File: src/rtl/nsr_pkg.sv
`timescale 1ns / 1ps
// Package for the named slot registry: sizes, codes, the slot record type
// and the name normalization function. Used by every other file in rtl.
package nsr_pkg;

  localparam int MAX_SLOTS  = 64;
  localparam int NAME_CHARS = 6;
  localparam int IDX_W      = $clog2(MAX_SLOTS);
  localparam int NAME_W     = NAME_CHARS * 8;
  localparam int NAME_IN_W  = 48;
  localparam int SLOT_W     = 6;
  localparam int FUNC_W     = 3;
  localparam int CNT_W      = 16;
  localparam int STATUS_W   = 2;

  typedef enum logic [FUNC_W-1:0] {
    FN_RESERVE = 3'd0,
    FN_ATTACH  = 3'd1,
    FN_INC     = 3'd2,
    FN_DEC     = 3'd3,
    FN_FCLR    = 3'd4
  } func_t;

  typedef enum logic [STATUS_W-1:0] {
    ST_OK       = 2'd0,
    ST_EXISTS   = 2'd1,
    ST_FULL     = 2'd2,
    ST_NOTFOUND = 2'd3
  } status_t;

  typedef enum logic [2:0] {
    S_IDLE,
    S_SCAN,
    S_DECIDE,
    S_APPLY,
    S_POST
  } state_t;

  // Contents of one slot as it travels around the ring.
  typedef struct packed {
    logic              reserved;
    logic [CNT_W-1:0]  count;
    logic [NAME_W-1:0] name;
  } slot_t;

  // Keep the low NAME_CHARS bytes and zero every byte from the first NUL on.
  function automatic logic [NAME_W-1:0] norm_name(input logic [NAME_IN_W-1:0] raw);
    logic [63:0]       ext;
    logic [NAME_W-1:0] res;
    logic              stop;
    ext  = 64'(raw);
    res  = '0;
    stop = 1'b0;
    for (int b = 0; b < NAME_CHARS; b++) begin
      if (ext[8*b +: 8] == 8'd0) begin
        stop = 1'b1;
      end
      if (!stop) begin
        res[8*b +: 8] = ext[8*b +: 8];
      end
    end
    return res;
  endfunction

endpackage

File: src/rtl/nsr_if.sv
`timescale 1ns / 1ps
// Request and result channel interfaces of the named slot registry.
// Depends on nsr_pkg for field widths.
interface nsr_in_if;
  logic                          valid;
  logic                          ready;
  logic [nsr_pkg::FUNC_W-1:0]    func;
  logic [nsr_pkg::NAME_IN_W-1:0] name;
  logic [nsr_pkg::SLOT_W-1:0]    slot;
  modport source (output valid, func, name, slot, input ready);
  modport sink (input valid, func, name, slot, output ready);
endinterface

interface nsr_out_if;
  logic                         valid;
  logic                         ready;
  logic [nsr_pkg::STATUS_W-1:0] status;
  logic [nsr_pkg::SLOT_W-1:0]   slot_out;
  logic [nsr_pkg::CNT_W-1:0]    ref_count;
  logic [nsr_pkg::SLOT_W-1:0]   top_index;
  modport source (output valid, status, slot_out, ref_count, top_index, input ready);
  modport sink (input valid, status, slot_out, ref_count, top_index, output ready);
endinterface

File: src/rtl/nsr_cell.sv
`timescale 1ns / 1ps
// One slot cell of the registry ring: holds a slot record and takes its
// neighbor's record on every shift. Depends on nsr_pkg.
module nsr_cell (
  input  logic           clk,
  input  logic           rst_n,
  input  logic           shift_en,
  input  nsr_pkg::slot_t d_in,
  output nsr_pkg::slot_t q
);

  logic                      reserved_r;
  logic [nsr_pkg::CNT_W-1:0] count_r;
  logic [nsr_pkg::NAME_W-1:0] name_r;

  // Flag and count are cleared by reset.
  always_ff @(posedge clk) begin
    if (!rst_n) begin
      reserved_r <= 1'b0;
      count_r    <= '0;
    end else if (shift_en) begin
      reserved_r <= d_in.reserved;
      count_r    <= d_in.count;
    end
  end

  // The name holds whatever it was last given.
  always_ff @(posedge clk) begin
    if (shift_en) begin
      name_r <= d_in.name;
    end
  end

  assign q = '{reserved: reserved_r, count: count_r, name: name_r};

endmodule

File: src/rtl/nsr_ring.sv
`timescale 1ns / 1ps
// Ring of slot cells: on each shift every cell takes its upper neighbor's
// record and the last cell takes tail_in. Depends on nsr_pkg, nsr_cell.
module nsr_ring (
  input  logic           clk,
  input  logic           rst_n,
  input  logic           shift_en,
  input  nsr_pkg::slot_t tail_in,
  output nsr_pkg::slot_t head
);

  nsr_pkg::slot_t cell_q [nsr_pkg::MAX_SLOTS];

  // Chain of cells, slot records moving toward cell 0.
  for (genvar i = 0; i < nsr_pkg::MAX_SLOTS; i++) begin : g_cell
    nsr_pkg::slot_t d;
    if (i == nsr_pkg::MAX_SLOTS - 1) begin : g_tail
      assign d = tail_in;
    end else begin : g_mid
      assign d = cell_q[i+1];
    end
    nsr_cell u_cell (
      .clk      (clk),
      .rst_n    (rst_n),
      .shift_en (shift_en),
      .d_in     (d),
      .q        (cell_q[i])
    );
  end

  assign head = cell_q[0];

endmodule

File: src/rtl/named_slot_registry.sv
`timescale 1ns / 1ps
// Named slot registry top level. One request at a time; a request passes
// from acceptance to result through a full rotation of the slot ring to
// search, a decision state, a second rotation to write back, and a state that
// loads the result register. The next request is accepted only after the last
// result is loaded, back in idle; a held result stalls it.
// Reset (synchronous, active low) clears every slot flag and count and the top index.
module named_slot_registry (
  input  logic clk,
  input  logic rst_n,
  nsr_in_if.sink    in_if,
  nsr_out_if.source out_if
);

  localparam logic [nsr_pkg::IDX_W-1:0] LAST_POS = nsr_pkg::IDX_W'(nsr_pkg::MAX_SLOTS - 1);
  localparam logic [nsr_pkg::CNT_W-1:0] CNT_MAX  = '1;

  nsr_pkg::state_t state_r, state_nxt;

  logic shift_en, in_ready, load_out, scan_clr;

  logic [nsr_pkg::IDX_W-1:0]  pos_r, pos_nxt;
  logic [nsr_pkg::IDX_W-1:0]  top_r, top_nxt;
  logic [nsr_pkg::FUNC_W-1:0] func_r;
  logic [nsr_pkg::NAME_W-1:0] nm_r;
  logic [nsr_pkg::SLOT_W-1:0] slot_r;

  // Search results gathered during the scan rotation.
  logic                       found_v_r;
  logic [nsr_pkg::IDX_W-1:0]  found_idx_r;
  logic [nsr_pkg::CNT_W-1:0]  found_cnt_r;
  logic                       free_v_r;
  logic [nsr_pkg::IDX_W-1:0]  free_idx_r;
  logic [nsr_pkg::CNT_W-1:0]  tcnt_r;
  logic [nsr_pkg::IDX_W-1:0]  maxu_r;

  // Decision held for the write-back rotation and the result.
  logic                          wr_en_r, wr_en_nxt;
  logic [nsr_pkg::IDX_W-1:0]     wr_idx_r, wr_idx_nxt;
  logic                          wr_res_r, wr_res_nxt;
  logic [nsr_pkg::CNT_W-1:0]     wr_cnt_r, wr_cnt_nxt;
  logic                          wr_name_r, wr_name_nxt;
  logic [nsr_pkg::STATUS_W-1:0]  res_status_r, res_status_nxt;
  logic [nsr_pkg::IDX_W-1:0]     res_slot_r, res_slot_nxt;
  logic [nsr_pkg::CNT_W-1:0]     res_cnt_r, res_cnt_nxt;

  logic                          out_valid_r;
  logic [nsr_pkg::STATUS_W-1:0]  out_status_r;
  logic [nsr_pkg::SLOT_W-1:0]    out_slot_r;
  logic [nsr_pkg::CNT_W-1:0]     out_cnt_r;
  logic [nsr_pkg::SLOT_W-1:0]    out_top_r;

  nsr_pkg::slot_t head, tail_in;
  logic           head_used, head_hit, exclude;
  logic [nsr_pkg::IDX_W-1:0] slot_idx;
  logic           slot_ok, last_pos, out_free;
  logic [nsr_pkg::CNT_W-1:0] cnt_dec;

  assign slot_idx  = nsr_pkg::IDX_W'(slot_r);
  assign slot_ok   = int'(slot_r) < nsr_pkg::MAX_SLOTS;
  assign head_used = head.reserved || (head.count != '0);
  assign head_hit  = head_used && (head.name == nm_r);
  assign last_pos  = (pos_r == LAST_POS);
  assign out_free  = !out_valid_r || out_if.ready;

  // Slot ring; the write-back rewrites the target record on its way round.
  always_comb begin
    tail_in = head;
    if ((state_r == nsr_pkg::S_APPLY) && wr_en_r && (pos_r == wr_idx_r)) begin
      tail_in.reserved = wr_res_r;
      tail_in.count    = wr_cnt_r;
      if (wr_name_r) begin
        tail_in.name = nm_r;
      end
    end
  end

  nsr_ring u_ring (
    .clk      (clk),
    .rst_n    (rst_n),
    .shift_en (shift_en),
    .tail_in  (tail_in),
    .head     (head)
  );

  // Next state.
  always_comb begin
    state_nxt = state_r;
    case (state_r)
      nsr_pkg::S_IDLE:   if (in_if.valid) state_nxt = nsr_pkg::S_SCAN;
      nsr_pkg::S_SCAN:   if (last_pos) state_nxt = nsr_pkg::S_DECIDE;
      nsr_pkg::S_DECIDE: state_nxt = nsr_pkg::S_APPLY;
      nsr_pkg::S_APPLY:  if (last_pos) state_nxt = nsr_pkg::S_POST;
      nsr_pkg::S_POST:   if (out_free) state_nxt = nsr_pkg::S_IDLE;
      default:           state_nxt = nsr_pkg::S_IDLE;
    endcase
  end

  // State decoded controls.
  always_comb begin
    in_ready = 1'b0;
    shift_en = 1'b0;
    load_out = 1'b0;
    scan_clr = 1'b0;
    case (state_r)
      nsr_pkg::S_IDLE:  begin
        in_ready = 1'b1;
        scan_clr = 1'b1;
      end
      nsr_pkg::S_SCAN:  shift_en = 1'b1;
      nsr_pkg::S_APPLY: shift_en = 1'b1;
      nsr_pkg::S_POST:  load_out = out_free;
      default:          ;
    endcase
  end

  assign pos_nxt = shift_en ? (last_pos ? '0 : pos_r + 1'b1) : pos_r;

  // The record at the head is excluded from the top search if it is the target.
  always_comb begin
    exclude = 1'b0;
    if ((func_r == nsr_pkg::FN_DEC) && (pos_r == slot_idx)) begin
      exclude = 1'b1;
    end
    if ((func_r == nsr_pkg::FN_FCLR) && head_hit && !found_v_r) begin
      exclude = 1'b1;
    end
  end

  assign cnt_dec = (tcnt_r != '0) ? tcnt_r - 1'b1 : '0;

  // Decision on the gathered search results.
  always_comb begin
    wr_en_nxt      = 1'b0;
    wr_idx_nxt     = '0;
    wr_res_nxt     = 1'b0;
    wr_cnt_nxt     = '0;
    wr_name_nxt    = 1'b0;
    res_status_nxt = nsr_pkg::ST_OK;
    res_slot_nxt   = '0;
    res_cnt_nxt    = '0;
    top_nxt        = top_r;
    case (func_r)
      nsr_pkg::FN_RESERVE: begin
        if (found_v_r) begin
          res_status_nxt = nsr_pkg::ST_EXISTS;
          res_slot_nxt   = found_idx_r;
          res_cnt_nxt    = found_cnt_r;
        end else if (!free_v_r) begin
          res_status_nxt = nsr_pkg::ST_FULL;
        end else begin
          wr_en_nxt    = 1'b1;
          wr_idx_nxt   = free_idx_r;
          wr_res_nxt   = 1'b1;
          wr_name_nxt  = 1'b1;
          res_slot_nxt = free_idx_r;
          if (free_idx_r > top_r) begin
            top_nxt = free_idx_r;
          end
        end
      end
      nsr_pkg::FN_ATTACH: begin
        if (found_v_r) begin
          wr_en_nxt    = 1'b1;
          wr_idx_nxt   = found_idx_r;
          wr_cnt_nxt   = (found_cnt_r == CNT_MAX) ? found_cnt_r : found_cnt_r + 1'b1;
          res_slot_nxt = found_idx_r;
          res_cnt_nxt  = wr_cnt_nxt;
        end else begin
          res_status_nxt = nsr_pkg::ST_NOTFOUND;
        end
      end
      nsr_pkg::FN_INC: begin
        if (slot_ok) begin
          wr_en_nxt    = 1'b1;
          wr_idx_nxt   = slot_idx;
          wr_cnt_nxt   = (tcnt_r == CNT_MAX) ? tcnt_r : tcnt_r + 1'b1;
          res_slot_nxt = slot_idx;
          res_cnt_nxt  = wr_cnt_nxt;
          if (slot_idx > top_r) begin
            top_nxt = slot_idx;
          end
        end else begin
          res_status_nxt = nsr_pkg::ST_NOTFOUND;
        end
      end
      nsr_pkg::FN_DEC: begin
        if (slot_ok) begin
          wr_en_nxt    = 1'b1;
          wr_idx_nxt   = slot_idx;
          wr_cnt_nxt   = cnt_dec;
          res_slot_nxt = slot_idx;
          res_cnt_nxt  = cnt_dec;
          if ((cnt_dec == '0) && (slot_idx == top_r)) begin
            top_nxt = maxu_r;
          end
        end else begin
          res_status_nxt = nsr_pkg::ST_NOTFOUND;
        end
      end
      nsr_pkg::FN_FCLR: begin
        if (found_v_r) begin
          wr_en_nxt    = 1'b1;
          wr_idx_nxt   = found_idx_r;
          res_slot_nxt = found_idx_r;
          if (found_idx_r == top_r) begin
            top_nxt = maxu_r;
          end
        end else begin
          res_status_nxt = nsr_pkg::ST_NOTFOUND;
        end
      end
      default: res_status_nxt = nsr_pkg::ST_NOTFOUND;
    endcase
  end

  // Control registers.
  always_ff @(posedge clk) begin
    if (!rst_n) begin
      state_r     <= nsr_pkg::S_IDLE;
      pos_r       <= '0;
      top_r       <= '0;
      out_valid_r <= 1'b0;
    end else begin
      state_r <= state_nxt;
      pos_r   <= pos_nxt;
      if (state_r == nsr_pkg::S_DECIDE) begin
        top_r <= top_nxt;
      end
      if (load_out) begin
        out_valid_r <= 1'b1;
      end else if (out_if.ready) begin
        out_valid_r <= 1'b0;
      end
    end
  end

  // Request capture, search tracking and decision payload.
  always_ff @(posedge clk) begin
    if (in_ready && in_if.valid) begin
      func_r <= in_if.func;
      nm_r   <= nsr_pkg::norm_name(in_if.name);
      slot_r <= in_if.slot;
    end
    if (scan_clr) begin
      found_v_r <= 1'b0;
      free_v_r  <= 1'b0;
      maxu_r    <= '0;
    end else if (state_r == nsr_pkg::S_SCAN) begin
      if (head_hit && !found_v_r) begin
        found_v_r   <= 1'b1;
        found_idx_r <= pos_r;
        found_cnt_r <= head.count;
      end
      if (!head_used && !free_v_r) begin
        free_v_r   <= 1'b1;
        free_idx_r <= pos_r;
      end
      if (pos_r == slot_idx) begin
        tcnt_r <= head.count;
      end
      if (head_used && !exclude) begin
        maxu_r <= pos_r;
      end
    end
    if (state_r == nsr_pkg::S_DECIDE) begin
      wr_en_r      <= wr_en_nxt;
      wr_idx_r     <= wr_idx_nxt;
      wr_res_r     <= wr_res_nxt;
      wr_cnt_r     <= wr_cnt_nxt;
      wr_name_r    <= wr_name_nxt;
      res_status_r <= res_status_nxt;
      res_slot_r   <= res_slot_nxt;
      res_cnt_r    <= res_cnt_nxt;
    end
    if (load_out) begin
      out_status_r <= res_status_r;
      out_slot_r   <= nsr_pkg::SLOT_W'(res_slot_r);
      out_cnt_r    <= res_cnt_r;
      out_top_r    <= nsr_pkg::SLOT_W'(top_r);
    end
  end

  assign in_if.ready      = in_ready;
  assign out_if.valid     = out_valid_r;
  assign out_if.status    = out_status_r;
  assign out_if.slot_out  = out_slot_r;
  assign out_if.ref_count = out_cnt_r;
  assign out_if.top_index = out_top_r;

endmodule
File: src/flat_wrapper.sv
// flat-port wrapper written by rule: the top's interface ports become plain ports
module named_slot_registry_flat 
  (clk, rst_n, in_if_valid, in_if_func, in_if_name, in_if_slot, in_if_ready, out_if_valid, out_if_status, out_if_slot_out, out_if_ref_count, out_if_top_index, out_if_ready);
  nsr_in_if in_if_i ();
  nsr_out_if out_if_i ();
  input  logic clk;
  input  logic rst_n;
  input wire logic [$bits(in_if_i.valid)-1:0] in_if_valid;
  input wire logic [$bits(in_if_i.func)-1:0] in_if_func;
  input wire logic [$bits(in_if_i.name)-1:0] in_if_name;
  input wire logic [$bits(in_if_i.slot)-1:0] in_if_slot;
  output wire logic [$bits(in_if_i.ready)-1:0] in_if_ready;
  output wire logic [$bits(out_if_i.valid)-1:0] out_if_valid;
  output wire logic [$bits(out_if_i.status)-1:0] out_if_status;
  output wire logic [$bits(out_if_i.slot_out)-1:0] out_if_slot_out;
  output wire logic [$bits(out_if_i.ref_count)-1:0] out_if_ref_count;
  output wire logic [$bits(out_if_i.top_index)-1:0] out_if_top_index;
  input wire logic [$bits(out_if_i.ready)-1:0] out_if_ready;
  assign in_if_i.valid = in_if_valid;
  assign in_if_i.func = in_if_func;
  assign in_if_i.name = in_if_name;
  assign in_if_i.slot = in_if_slot;
  assign in_if_ready = in_if_i.ready;
  assign out_if_valid = out_if_i.valid;
  assign out_if_status = out_if_i.status;
  assign out_if_slot_out = out_if_i.slot_out;
  assign out_if_ref_count = out_if_i.ref_count;
  assign out_if_top_index = out_if_i.top_index;
  assign out_if_i.ready = out_if_ready;
  named_slot_registry u_core (.clk(clk), .rst_n(rst_n), .in_if(in_if_i), .out_if(out_if_i));
endmodule
File: config.mk
export PLATFORM = sky130hd
export DESIGN_NAME = named_slot_registry_flat
export DESIGN_NICKNAME = d
export VERILOG_FILES = /design/src/rtl/nsr_pkg.sv /design/src/rtl/nsr_if.sv /design/src/rtl/nsr_cell.sv /design/src/rtl/nsr_ring.sv /design/src/rtl/named_slot_registry.sv /design/src/flat_wrapper.sv
export SDC_FILE = /design/constraint.sdc
export NUM_CORES = 2
export LEC_CHECK = 0
export BUFFER_PORTS_ARGS = -buffer_cell sky130_fd_sc_hd__clkbuf_2
export CAP_MARGIN = 15
export CORE_UTILIZATION = 45
export CTS_CLUSTER_SIZE = 25
export DETAILED_ROUTE_END_ITERATION = 7
export HOLD_SLACK_MARGIN = 0.1
export PLACE_DENSITY_LB_ADDON = 0.05
export SYNTH_ARGS = -nofsm -noshare
export SYNTH_HDL_FRONTEND = slang
export SYNTH_HIERARCHICAL = 1
export SYNTH_SLANG_ARGS = --single-unit
File: constraint.sdc
create_clock -name clk -period 152.4 [get_ports clk]
set_input_delay 0 -clock clk [delete_from_list [all_inputs] [get_ports clk]]
set_output_delay 0 -clock clk [all_outputs]
set_load 0.01 [all_outputs]
==> qor.yml <==
fin_hold_ws_ns: 0.230
crit_fanout: 180
worst-r2r-cell-count: 6
route.detailed.wl_per_inst_um: 16.6
hold_viol_final: 0
hp-class: "primary input to flip-flop"
syn_area_um2: 145000
critPathMostFrequentCell: "buf_4"
finalCriticalPeriod_ns: 5.98
synth-seq-cells: 4363
drt_wl_total_um: 210000
cts_buffer_depth: 4
clk_pin_slew_ns: 0.06
setup-violations-final: 0
synthCells: 7531
cts_post_setup_buffers_inserted: 0
slowest_stage: "buf_4"
drc_errors: 0
yosysMostFrequentCell: "edfxtp_1"
async_reset_ff_share_pct: 0
grt_pass1_vias: 59100
gr-total-overflow: 0
synth_edf_count: 3251
die_area_um2: 325000
yosys_warnings: 6
cp-end-kind: "flip-flop"
worstMarginPinSlew_ns: 1.16
fin_crit_sh_pct: 3.93
place_inst: 11700
path_depth: 6
grt_antenna_before_repair: 7
cts_resized: 0
rsz0062_at_grt: "no"
required_ns: 152.94
synth_cell_types: 64
rrSetupSlack_ns: 146.42
cp-start-kind: "flip-flop"
p_per_area_nw_per_um2: 15.0
first_pass_iters: 5
synthToLayoutAreaGrowth_pct: 13.3
htree_levels: 5
yosys-top-cells-count: "3251 x edfxtp_1, 1112 x dfxtp_1, 1105 x mux2i_1"
drive_gt1_share_pct: 10.8
drt_iter0_markers: 4347
synthTopCellsByArea: "edfxtp_1 67%, dfxtp_1 15%, mux2i_1 7.6%"
stdcell_count: 12600
track_usage_pct: 12.8
crit_path_start: "u_core/state_r[0]$_SDFFE_PN0P_"
insertion_delay_ns: 0.94
cts-root-buf: "clkbuf_16"
cp_num_buf_inv: 5
coreArea_um2: 321000
synth_top_area_cell: "edfxtp_1"
portBuffers: 92
ant_nets: 0
gp_congestion: 0.814
via_count: 59600
status: "finished, final reports clean"
ios: 93
cap_violations: 0
r2r-end: "u_core/u_ring/g_cell[61].u_cell/name_r[19]$_DFFE_PP_"
p_leak_uw: 0.0555
grt_max_degree: 265
fin_worst_skew_ns: 0.0461
initial_core_util_pct: 45.3
cp_data_arrival_time_ns: 6.52
synth-seq-area-share_pct: 82.5
irDropWorstVdd_uv: 12.3
cp-endpoint: "u_core/u_ring/g_cell[61].u_cell/name_r[19]$_DFFE_PP_"
die_h_um: 570
fin_util_pct: 51.3
synth_flop_cell: "edfxtp_1"
worst-setup-path-type: "flip-flop to flip-flop"
syn-num-nets: 7608
cts.sinks: 4363
setup_tns_ns: 0
slew_headroom_pct: 22.4
fin_nets: 8037
holdBufCountCts: 142
maxSlewViolCount: 0
avgSynthCellArea_um2: 19.3
rows: 208
dpl.hpwl_um: 106000
synth_top_area_share_pct: 67.2
numCtsBuffers: 443
vias_per_cell: 4.71
die_w_um: 570
crit_chain: "nor2b_4, buf_4, buf_12, buf_4, buf_4, buf_4"
max_stage_delay_ns: 0.94
grt_pass1_wl_um: 339000
r2r-start: "u_core/state_r[0]$_SDFFE_PN0P_"
crit_family: "buffers and inverters"
fmax_mhz: 167
cts_tree: "built"
[report_power, final]
part	internal (uW)	switching, uW	total (uW)
Clock	616	439	1060
Sequential	1340	15.7	1350
Combinational	19.4	39.1	58.5
Total	1970	494	2460
[cell type report]
cell class / instances / area (um2)
Antenna cell: 5 / 12.5
Fill cell: 25900 / 157000
Timing Repair Buffer: 297 / 2500
Tap cell: 4305 / 5390
Sequential cell: 4363 / 120000
Clock inverter: 230 / 2130
Multi-Input combinational cell: 2820 / 22300
Inverter: 35 / 131
Clock buffer: 591 / 12200
[sequential cells by signal, summed over array words and instances, names as in the netlist, 16 cells and up]
signal                                  flops
u_core/u_ring/g_cell.u_cell/reserved_r     64
u_core/tcnt_r                              16
u_core/u_ring/g_cell.u_cell/count_r      1024
u_core/wr_cnt_r                            16
u_core/nm_r                                48
u_core/out_if.ref_count                    16
u_core/u_ring/g_cell.u_cell/name_r       3072
u_core/found_cnt_r                         16
u_core/res_cnt_r                           16
[logic make-up (layout without fill, tap and decap cells)]
kind of cell               after synthesis  after routing  synth area share [%]
AOI/OAI and AO/OA                      155            155                 0.718
muxes                                 1171           1171                  8.12
and+or+nand+nor                       1384           1384                  5.78
adders and majority gates               16             16                 0.138
xor gates and xnor gates                94             94                 0.567
DFF                                   4363           4363                  82.5
buffers and inverters                  348           1153                  2.18
other                                    0              5                     0
[how the worst min path moves through the flow]
| stage | slack, ns | startpoint | end | cells past startpoint |
|---|---|---|---|---|
| after floorplan | 0.1 | in_if_func[0] | u_core/func_r[0]$_DFFE_PP_ | 0 |
| after global placement | 0.18 | in_if_slot[3] | u_core/slot_idx[3]$_DFFE_PP_ | 1 |
| after detailed placement | 0.18 | in_if_slot[3] | u_core/slot_idx[3]$_DFFE_PP_ | 1 |
| after CTS | 0.11 | in_if_name[15] | u_core/nm_r[15]$_SDFFCE_PP0P_ | 3 |
| after global routing | 0.14 | in_if_name[15] | u_core/nm_r[15]$_SDFFCE_PP0P_ | 3 |
| final | 0.23 | in_if_name[15] | u_core/nm_r[15]$_SDFFCE_PP0P_ | 3 |
[per-stage QoR]
step | cell area, um2 | setup WS (ns) | power [uW]
floorplan | 145000 | 49.08 | 1640
global placement | 149000 | 146.56 | 1430
detailed placement | 149000 | 146.37 | 1430
CTS | 165000 | 146.41 | 2510
global route | 165000 | 146.00 | 2560
finish | 165000 | 146.42 | 2460
[layout by cell type, fill, tap and decap left out, types with 19 or more instances in the layout]
| master | n |
|---|---|
| o21ai_0 | 41 |
| nor4_1 | 21 |
| bufinv_16 | 31 |
| clkinv_1 | 59 |
| mux2i_1 | 1105 |
| nand4_1 | 30 |
| clkbuf_16 | 451 |
| dfxtp_1 | 1112 |
| clkbuf_1 | 97 |
| clkinvlp_4 | 19 |
| dlygate4sd3_1 | 142 |
| and2_1 | 40 |
| a21oi_1 | 25 |
| buf_4 | 52 |
| nand3_1 | 25 |
| mux2_2 | 66 |
| nand2_1 | 69 |
| edfxtp_1 | 3251 |
| clkbuf_8 | 43 |
| clkinv_2 | 94 |
| nor2b_1 | 1097 |
| inv_1 | 34 |
| clkbuf_2 | 91 |
| xnor2_1 | 74 |
| xor2_1 | 20 |
| nor2_1 | 32 |
[tightest hold or removal path: cells and delay by family]
kind          cells  cell delay [ns]
buf+inv           2             0.69
simple gates      1             0.24
[routing by layer]
| metal | track usage [%] | up-vias | part of all wire, % |
|---|---|---|---|
| met5 | 0 | - | 0 |
| met3 | 2.38 | 496 | 4.0 |
| met4 | 4.27 | 0 | 3.0 |
| li1 | - | 28800 | - |
| met2 | 17.3 | 886 | 41 |
| met1 | 20.5 | 29500 | 52 |
Power figures use the tool's default switching activity.
